### src/hw/rtl/bdq_pkg.sv
// bdq_pkg: shared types, codes and default sizes for the bounded deque block.
// No dependencies; used by bdq_store and bounded_deque_remove_kth.
`default_nettype none

package bdq_pkg;

	// default store depth
	localparam int DEPTH_DEF = 64;

	// fixed field widths
	localparam int OP_W     = 3;
	localparam int VAL_W    = 32;
	localparam int POS_W    = 12;
	localparam int STAT_W   = 2;
	localparam int CNT_OUT_W = 7;

	// operation codes
	localparam logic [OP_W-1:0] OP_PUSH_FRONT = 3'd0;
	localparam logic [OP_W-1:0] OP_PUSH_BACK  = 3'd1;
	localparam logic [OP_W-1:0] OP_POP_FRONT  = 3'd2;
	localparam logic [OP_W-1:0] OP_POP_BACK   = 3'd3;
	localparam logic [OP_W-1:0] OP_REM_SECOND = 3'd4;
	localparam logic [OP_W-1:0] OP_REM_KTH    = 3'd5;
	localparam logic [OP_W-1:0] OP_QUERY      = 3'd6;

	// status codes
	localparam logic [STAT_W-1:0] STAT_OK    = 2'd0;
	localparam logic [STAT_W-1:0] STAT_EMPTY = 2'd1;
	localparam logic [STAT_W-1:0] STAT_FULL  = 2'd2;

	// sequencer states
	typedef enum logic [2:0] {
		ST_IDLE,
		ST_DECODE,
		ST_SHIFT,
		ST_WALK,
		ST_OUT
	} bdq_state_t;

endpackage

`default_nettype wire

### src/hw/rtl/bdq_store.sv
// bdq_store: entry memory of the deque, one write port, one registered read port.
// Depends on bdq_pkg for the word width.
`default_nettype none

module bdq_store #(
	parameter int DEPTH = bdq_pkg::DEPTH_DEF,
	localparam int AW = $clog2(DEPTH)
) (
	input  wire logic                     clk,
	input  wire logic                     wr_en,
	input  wire logic [AW-1:0]            wr_addr,
	input  wire logic [bdq_pkg::VAL_W-1:0] wr_data,
	input  wire logic [AW-1:0]            rd_addr,
	output logic      [bdq_pkg::VAL_W-1:0] rd_data
);

	logic [bdq_pkg::VAL_W-1:0] mem [DEPTH];

	// write port
	always_ff @(posedge clk) begin
		if (wr_en) begin
			mem[wr_addr] <= wr_data;
		end
	end

	// registered read port
	always_ff @(posedge clk) begin
		rd_data <= mem[rd_addr];
	end

endmodule

`default_nettype wire

### src/hw/rtl/bounded_deque_remove_kth.sv
// bounded_deque_remove_kth: bounded double-ended queue with k-th removal and order check.
// Steps: decode; for a removal, a shift reading the removed entry and every entry behind it
// (a front pop reads only the removed entry); an order walk when two or more entries remain;
// the result word. Input stalls from accept until the result word is taken, so no new word is
// taken while one is in flight; one memory read port walks the shift and the order check.
// Reset (arst_n low, asynchronous): store empty, front slot 0, sequencer idle.
`default_nettype none

module bounded_deque_remove_kth #(
	parameter int DEPTH = bdq_pkg::DEPTH_DEF
) (
	input  wire logic                          clk,
	input  wire logic                          arst_n,
	// input channel
	input  wire logic                          in_valid,
	output logic                               in_stall,
	input  wire logic [bdq_pkg::OP_W-1:0]      op,
	input  wire logic signed [bdq_pkg::VAL_W-1:0] value,
	input  wire logic [bdq_pkg::POS_W-1:0]     position,
	// output channel
	output logic                               out_valid,
	input  wire logic                          out_stall,
	output logic [bdq_pkg::STAT_W-1:0]         status,
	output logic signed [bdq_pkg::VAL_W-1:0]   removed_value,
	output logic [bdq_pkg::CNT_OUT_W-1:0]      entry_count,
	output logic                               in_order
);

	localparam int AW = $clog2(DEPTH);
	localparam int CW = $clog2(DEPTH + 1);
	localparam int MW = (CW > bdq_pkg::POS_W) ? CW : bdq_pkg::POS_W;

	bdq_pkg::bdq_state_t state_q, state_nx;

	logic [bdq_pkg::OP_W-1:0]   op_q;
	logic [bdq_pkg::VAL_W-1:0]  value_q;
	logic [bdq_pkg::POS_W-1:0]  pos_q;

	logic [AW-1:0]  front_q;
	logic [CW-1:0]  occ_q;

	// read engine
	logic [AW-1:0]  rd_i_q;
	logic [AW-1:0]  d_i_q;
	logic [AW-1:0]  last_q;
	logic [AW-1:0]  tgt_q;
	logic           rd_act_q;
	logic           dv_q;
	logic [bdq_pkg::VAL_W-1:0] prev_q;

	// result registers
	logic [bdq_pkg::STAT_W-1:0] status_q;
	logic [bdq_pkg::VAL_W-1:0]  removed_q;
	logic                       in_order_q;

	// decode results
	logic [bdq_pkg::STAT_W-1:0] dec_status;
	logic                       dec_shift;
	logic [AW-1:0]              dec_tgt;
	logic [AW-1:0]              dec_last;
	logic [CW-1:0]              dec_occ;
	logic [AW-1:0]              dec_front;

	logic           eng_done;
	logic [CW-1:0]  walk_occ;
	logic [AW-1:0]  front_inc;
	logic [AW-1:0]  front_dec;

	logic                       wr_en;
	logic [AW-1:0]              wr_addr;
	logic [bdq_pkg::VAL_W-1:0]  wr_data;
	logic [AW-1:0]              rd_addr;
	logic [bdq_pkg::VAL_W-1:0]  rd_data;

	// physical slot of a logical index: one add and one wrap
	function automatic logic [AW-1:0] slot_of(input logic [AW-1:0] front,
			input logic [AW-1:0] idx);
		logic [AW:0] sum;
		sum = (AW+1)'(front) + (AW+1)'(idx);
		if (sum >= (AW+1)'(DEPTH)) begin
			sum = sum - (AW+1)'(DEPTH);
		end
		return sum[AW-1:0];
	endfunction

	assign front_inc = (front_q == AW'(DEPTH - 1)) ? '0 : front_q + AW'(1);
	assign front_dec = (front_q == '0) ? AW'(DEPTH - 1) : front_q - AW'(1);

	// operation decode
	always_comb begin
		dec_status = bdq_pkg::STAT_OK;
		dec_shift  = 1'b0;
		dec_tgt    = '0;
		dec_last   = AW'(occ_q - CW'(1));
		dec_occ    = occ_q;
		dec_front  = front_q;
		case (op_q)
			bdq_pkg::OP_PUSH_FRONT: begin
				if (occ_q == CW'(DEPTH)) begin
					dec_status = bdq_pkg::STAT_FULL;
				end else begin
					dec_occ   = occ_q + CW'(1);
					dec_front = front_dec;
				end
			end
			bdq_pkg::OP_PUSH_BACK: begin
				if (occ_q == CW'(DEPTH)) begin
					dec_status = bdq_pkg::STAT_FULL;
				end else begin
					dec_occ = occ_q + CW'(1);
				end
			end
			bdq_pkg::OP_POP_FRONT: begin
				if (occ_q == '0) begin
					dec_status = bdq_pkg::STAT_EMPTY;
				end else begin
					dec_shift = 1'b1;
					dec_last  = '0;
				end
			end
			bdq_pkg::OP_POP_BACK: begin
				if (occ_q == '0) begin
					dec_status = bdq_pkg::STAT_EMPTY;
				end else begin
					dec_shift = 1'b1;
					dec_tgt   = AW'(occ_q - CW'(1));
				end
			end
			bdq_pkg::OP_REM_SECOND: begin
				if (occ_q < CW'(2)) begin
					dec_status = bdq_pkg::STAT_EMPTY;
				end else begin
					dec_shift = 1'b1;
					dec_tgt   = AW'(occ_q - CW'(2));
				end
			end
			bdq_pkg::OP_REM_KTH: begin
				if (pos_q == '0 || MW'(pos_q) > MW'(occ_q)) begin
					dec_status = bdq_pkg::STAT_EMPTY;
				end else begin
					dec_shift = 1'b1;
					dec_tgt   = AW'(pos_q - bdq_pkg::POS_W'(1));
				end
			end
			default: begin
				// query and unused code: no change
			end
		endcase
	end

	// engine finished: nothing in flight and no read pending
	assign eng_done = !rd_act_q && !dv_q;

	// count that the order walk runs over
	assign walk_occ = (state_q == bdq_pkg::ST_DECODE) ? dec_occ : occ_q - CW'(1);

	// memory ports: push writes in decode, moves write during the shift
	always_comb begin
		wr_en   = 1'b0;
		wr_addr = '0;
		wr_data = value_q;
		if (state_q == bdq_pkg::ST_DECODE && dec_status == bdq_pkg::STAT_OK) begin
			if (op_q == bdq_pkg::OP_PUSH_FRONT) begin
				wr_en   = 1'b1;
				wr_addr = front_dec;
			end else if (op_q == bdq_pkg::OP_PUSH_BACK) begin
				wr_en   = 1'b1;
				wr_addr = slot_of(front_q, AW'(occ_q));
			end
		end else if (state_q == bdq_pkg::ST_SHIFT && dv_q && d_i_q != tgt_q) begin
			wr_en   = 1'b1;
			wr_addr = slot_of(front_q, d_i_q - AW'(1));
			wr_data = rd_data;
		end
	end

	assign rd_addr = slot_of(front_q, rd_i_q);

	bdq_store #(
		.DEPTH (DEPTH)
	) u_store (
		.clk     (clk),
		.wr_en   (wr_en),
		.wr_addr (wr_addr),
		.wr_data (wr_data),
		.rd_addr (rd_addr),
		.rd_data (rd_data)
	);

	// state register
	always_ff @(posedge clk or negedge arst_n) begin
		if (!arst_n) begin
			state_q <= bdq_pkg::ST_IDLE;
		end else begin
			state_q <= state_nx;
		end
	end

	// next state
	always_comb begin
		state_nx = state_q;
		case (state_q)
			bdq_pkg::ST_IDLE: begin
				if (in_valid) begin
					state_nx = bdq_pkg::ST_DECODE;
				end
			end
			bdq_pkg::ST_DECODE: begin
				state_nx = dec_shift ? bdq_pkg::ST_SHIFT : bdq_pkg::ST_WALK;
			end
			bdq_pkg::ST_SHIFT: begin
				if (eng_done) begin
					state_nx = bdq_pkg::ST_WALK;
				end
			end
			bdq_pkg::ST_WALK: begin
				if (eng_done) begin
					state_nx = bdq_pkg::ST_OUT;
				end
			end
			bdq_pkg::ST_OUT: begin
				if (!out_stall) begin
					state_nx = bdq_pkg::ST_IDLE;
				end
			end
			default: begin
				state_nx = bdq_pkg::ST_IDLE;
			end
		endcase
	end

	// control state: pointers, count, read engine
	always_ff @(posedge clk or negedge arst_n) begin
		if (!arst_n) begin
			front_q  <= '0;
			occ_q    <= '0;
			rd_act_q <= 1'b0;
			dv_q     <= 1'b0;
			rd_i_q   <= '0;
			d_i_q    <= '0;
			last_q   <= '0;
			tgt_q    <= '0;
		end else begin
			case (state_q)
				bdq_pkg::ST_DECODE: begin
					occ_q   <= dec_occ;
					front_q <= dec_front;
					dv_q    <= 1'b0;
					if (dec_shift) begin
						rd_i_q   <= dec_tgt;
						tgt_q    <= dec_tgt;
						last_q   <= dec_last;
						rd_act_q <= 1'b1;
					end else begin
						rd_i_q   <= '0;
						last_q   <= AW'(walk_occ - CW'(1));
						rd_act_q <= (walk_occ >= CW'(2));
					end
				end
				bdq_pkg::ST_SHIFT, bdq_pkg::ST_WALK: begin
					dv_q  <= rd_act_q;
					d_i_q <= rd_i_q;
					if (rd_act_q) begin
						rd_i_q <= rd_i_q + AW'(1);
						if (rd_i_q == last_q) begin
							rd_act_q <= 1'b0;
						end
					end
					// end of shift: drop one entry, then start the order walk
					if (state_q == bdq_pkg::ST_SHIFT && eng_done) begin
						occ_q <= occ_q - CW'(1);
						if (op_q == bdq_pkg::OP_POP_FRONT) begin
							front_q <= front_inc;
						end
						rd_i_q   <= '0;
						last_q   <= AW'(walk_occ - CW'(1));
						rd_act_q <= (walk_occ >= CW'(2));
					end
				end
				default: begin
				end
			endcase
		end
	end

	// payload registers
	always_ff @(posedge clk) begin
		case (state_q)
			bdq_pkg::ST_IDLE: begin
				op_q    <= op;
				value_q <= value;
				pos_q   <= position;
			end
			bdq_pkg::ST_DECODE: begin
				status_q   <= dec_status;
				removed_q  <= '0;
				in_order_q <= 1'b1;
			end
			bdq_pkg::ST_SHIFT: begin
				if (dv_q && d_i_q == tgt_q) begin
					removed_q <= rd_data;
				end
			end
			bdq_pkg::ST_WALK: begin
				// neighbor compare, signed
				if (dv_q) begin
					prev_q <= rd_data;
					if (d_i_q != '0 && $signed(prev_q) > $signed(rd_data)) begin
						in_order_q <= 1'b0;
					end
				end
			end
			default: begin
			end
		endcase
	end

	assign in_stall      = (state_q != bdq_pkg::ST_IDLE);
	assign out_valid     = (state_q == bdq_pkg::ST_OUT);
	assign status        = status_q;
	assign removed_value = removed_q;
	assign entry_count   = bdq_pkg::CNT_OUT_W'(occ_q);
	assign in_order      = in_order_q;

endmodule

`default_nettype wire

### config.mk
export PLATFORM = sky130hd
export DESIGN_NAME = bounded_deque_remove_kth
export DESIGN_NICKNAME = d
export VERILOG_FILES = /design/src/hw/rtl/bdq_pkg.sv /design/src/hw/rtl/bdq_store.sv /design/src/hw/rtl/bounded_deque_remove_kth.sv
export SDC_FILE = /design/constraint.sdc
export NUM_CORES = 2
export LEC_CHECK = 0
export BUFFER_PORTS_ARGS = -buffer_cell sky130_fd_sc_hd__buf_2
export CAP_MARGIN = 20
export CORE_ASPECT_RATIO = 0.5
export CORE_MARGIN = 2
export CORE_UTILIZATION = 39
export CTS_CLUSTER_DIAMETER = 50
export DETAILED_ROUTE_END_ITERATION = 16
export GPL_TIMING_DRIVEN = 0
export PLACE_DENSITY = 0.62
export SYNTH_ARGS = -nofsm -noshare
export SYNTH_HDL_FRONTEND = slang
export SYNTH_SLANG_ARGS = --single-unit
### constraint.sdc
create_clock -name clk -period 5.3 [get_ports clk]
set_clock_uncertainty 0.05 [all_clocks]
set_input_delay 0.53 -clock clk [delete_from_list [all_inputs] [get_ports clk]]
set_output_delay 0.53 -clock clk [all_outputs]
set_load 0.02 [all_outputs]
==> flow_metrics.py <==
metrics = {
    "floorplan": {
        "fp.dieArea_um2": 229000,
        "number_of_core_rows": 123,
        "vertical_die_dimension_um": 340,
        "initial_core_util_pct": 39.2,
        "die-width_um": 675,
        "core_footprint_um2": 224000,
        "floorplan.io_pins": 95,
    },
    "sta": {
        "upper_clock_frequency_limit_mhz": 187,
        "hold_viol": 0,
        "final-max-slew-violation-count": 0,
        "post-route-worst-setup-slack_ns": -0.0591,
        "final_min_period_over_clock_period_pct": 101,
        "setup_violations": 78,
        "tightestPinTransition_ns": 1.20,
        "timing.final.crit_period_ns": 5.36,
        "worst_slew_margin_rel_pct": 20.2,
        "timing.setup.tns_ns": -1.72,
        "rsz_0062_raised_after_global_routing": "true",
    },
    "final_layout": {
        "finalNetCount": 4652,
        "most-common-layout-cells": "edfxtp_1 (2,162), mux4_2 (640), clkbuf_16 (211)",
        "synthToLayoutAreaGrowth_pct": 17.2,
        "drive_above_1_share_pct": 29.9,
        "layout_commonest_cell": "edfxtp_1",
        "design_area_um2": 103000,
    },
    "routing": {
        "drt_wl_total_um": 237000,
        "avgViaCountPerCell": 5.78,
        "routed-via-count": 44500,
        "drt-initial-drc-count": 5763,
        "ant_nets": 0,
        "post-route-drc-count": 0,
        "drt_pre_antenna_iters": 6,
        "post_drt_wl_per_cell_um": 30.8,
    },
    "synthesis": {
        "synth-edff-count": 2162,
        "synth_area_per_cell_um2": 21.9,
        "ys_dominant_reg_cell": "edfxtp_1",
        "synth.lib_cells_used.distinct": 76,
        "synth-seq-area-share_pct": 75.8,
        "yosysWarningCount": 0,
        "asyncSetResetFlopFracSynth_pct": 1.88,
        "mappedNetlistArea_um2": 87900,
        "synth-seq-cells": 2236,
        "netlist_instances": 4008,
        "synth.net_count": 4130,
    },
    "setup_path": {
        "crit_start_category": "flip-flop",
        "critical_path_peak_fanout": 21,
        "category_of_the_critical_setup_timing_path": "reg2reg",
        "worstSetupEndpointType": "flip-flop",
        "crit-reg2reg-launch": "d_i_q[4]",
        "timing.reg2reg.setup_slack_ns": -0.06,
        "depth_of_the_most_critical_reg_to_reg_path": 9,
        "crit_required_ns": 5.78,
        "worst-endpoint-arrival_ns": 5.84,
        "reg2reg_to": "u_store.mem[37][13]",
    },
    "clocking": {
        "worst_skew_pair.late_latency_ns": 0.86,
        "cts_root_buf": "clkbuf_16",
        "tritoncts": "yes",
        "clk_pin_slew_ns": 0.06,
        "tritoncts.num_buffers": 211,
        "cts.htree.levels": 4,
        "clock_sinks": 2236,
        "ctsLongestPathBuffers": 4,
    },
    "min_path": {
        "min_path_type": "in2async",
    },
    "run": {
        "drv_cap": 0,
    },
    "grt": {
        "grt_use_total_pct": 20.4,
        "grt_pass1_wl_um": 331000,
        "via_count_of_the_first_global_routing_pass": 44400,
        "grt_max_degree": 65,
        "antenna_found_initial": 10,
        "overflow": 0,
    },
    "status": {
        "status": "complete, but fails checks",
        "failed_checks": "setup timing",
    },
    "placed_design": {
        "dpl_cell_area_um2": 95500,
        "io_buffer_count": 94,
        "finalWeightedCongestion": 0.901,
        "place_hpwl_um": 159000,
    },
}
-- logic make-up after synthesis --
kind of cell,count (synthesis),synth area share (%)
and+or+nand+nor,393,2.25
muxes,678,16.8
xor gates and xnor gates,47,0.468
AOI/OAI and AO/OA,308,2.19
buffers and inverters,275,1.40
adders and majority gates,71,1.04
DFF,2236,75.8
-- metrics by stage --
stage | hold slack, ns | std cells | util, % | setup WS, ns
floorplan | 0.184 | 4008 | - | 0.105
global placement | 0.361 | 7102 | 41.0 | -3.68
CTS | 0.0402 | 7672 | 45.8 | 0.00169
global route | 0.0691 | 7697 | 45.9 | -0.0542
finish | 0.0691 | 7699 | 45.9 | -0.0591
detailed placement | 0.364 | 7243 | 42.6 | -0.101
-- worst max-delay path, cell delays in order (launching register included) --
cell and delay (ns):
dfrtp_1 0.44, xnor2_1 0.17, nand2_1 0.13, o311ai_1 0.79
clkbuf_1 0.94, o22ai_1 0.64, nand2b_1 0.33, clkbuf_1 0.43
nor2_4 0.80, buf_12 0.28
-- worst max path at each step --
| stage | start | to | slack [ns] | cells past startpoint |
|---|---|---|---|---|
| after floorplan | entry_count[0] | u_store.mem[21][0] | 0.10 | 10 |
| after global routing | d_i_q[4] | u_store.mem[33][30] | -0.05 | 9 |
| after global placement | state_q[1] | u_store.mem[62][19] | -3.68 | 7 |
| after detailed placement | rd_i_q[0] | u_store.rd_data[28] | -0.10 | 10 |
| final | d_i_q[4] | u_store.mem[37][13] | -0.06 | 9 |
| after CTS | rd_i_q[0] | u_store.rd_data[28] | 0.002 | 10 |
-- routing by layer --
| layer | global-route usage [%] | share of wire (%) | up-vias |
|---|---|---|---|
| met5 | 0 | 0 | - |
| met4 | 5.40 | 2.7 | 0 |
| met3 | 3.90 | 8.9 | 359 |
| met2 | 33.1 | 48 | 2206 |
| met1 | 28.4 | 40 | 24000 |
| li1 | - | - | 17900 |
-- cell type report --
type	count	area (µm²)
Clock buffer	262	5500
Multi-Input combinational cell	1497	20900
Sequential cell	2236	66600
Inverter	64	241
Clock inverter	118	1170
Antenna cell	2	5.00
Timing Repair Buffer	309	3810
Tap cell	3000	3750
Fill cell	18300	121000
Buffer	211	998
-- timing repair --
action | CTS | global route
setup buffers | 0 | 23
pin swaps | 0 | 7
endpoints found under the setup margin | 10 | 422
endpoints found under the hold margin | 90 | 0
resized for setup | 5 | 8
hold buffers | 49 | 0
-- state kept, by name (all words and copies together), names as in the netlist, 2 cells and up --
register and flops:
prev_q 32, status 2, last_q 6, state_q 3, u_store.mem 2048, entry_count 7
pos_q 12, d_i_q 6, removed_value 32, rd_i_q 6, tgt_q 6, op_q 3
front_q 6, u_store.rd_data 32, value_q 32
-- synth_stat cells (all sizes together), types with 13 or more instances --
| cell | count | area share, % |
|---|---|---|
| a211oi | 39 | 0.33 |
| a21oi | 79 | 0.45 |
| buf | 105 | 0.67 |
| clkbuf | 106 | 0.45 |
| dfrtp | 42 | 1.2 |
| dfxtp | 32 | 0.73 |
| edfxtp | 2162 | 74 |
| ha | 68 | 0.97 |
| inv | 63 | 0.27 |
| mux2i | 36 | 0.41 |
| mux4 | 640 | 16 |
| nand2 | 96 | 0.41 |
| nand2b | 15 | 0.11 |
| nand3 | 20 | 0.13 |
| nor2 | 93 | 0.40 |
| nor2b | 49 | 0.35 |
| nor3 | 54 | 0.31 |
| o21ai | 87 | 0.50 |
| o22ai | 13 | 0.10 |
| xnor2 | 33 | 0.33 |
| xor2 | 14 | 0.14 |
Power is left out: the tool's default activity adds up to more than one toggle a clock period on the data nets, which glitch-free logic cannot reach.
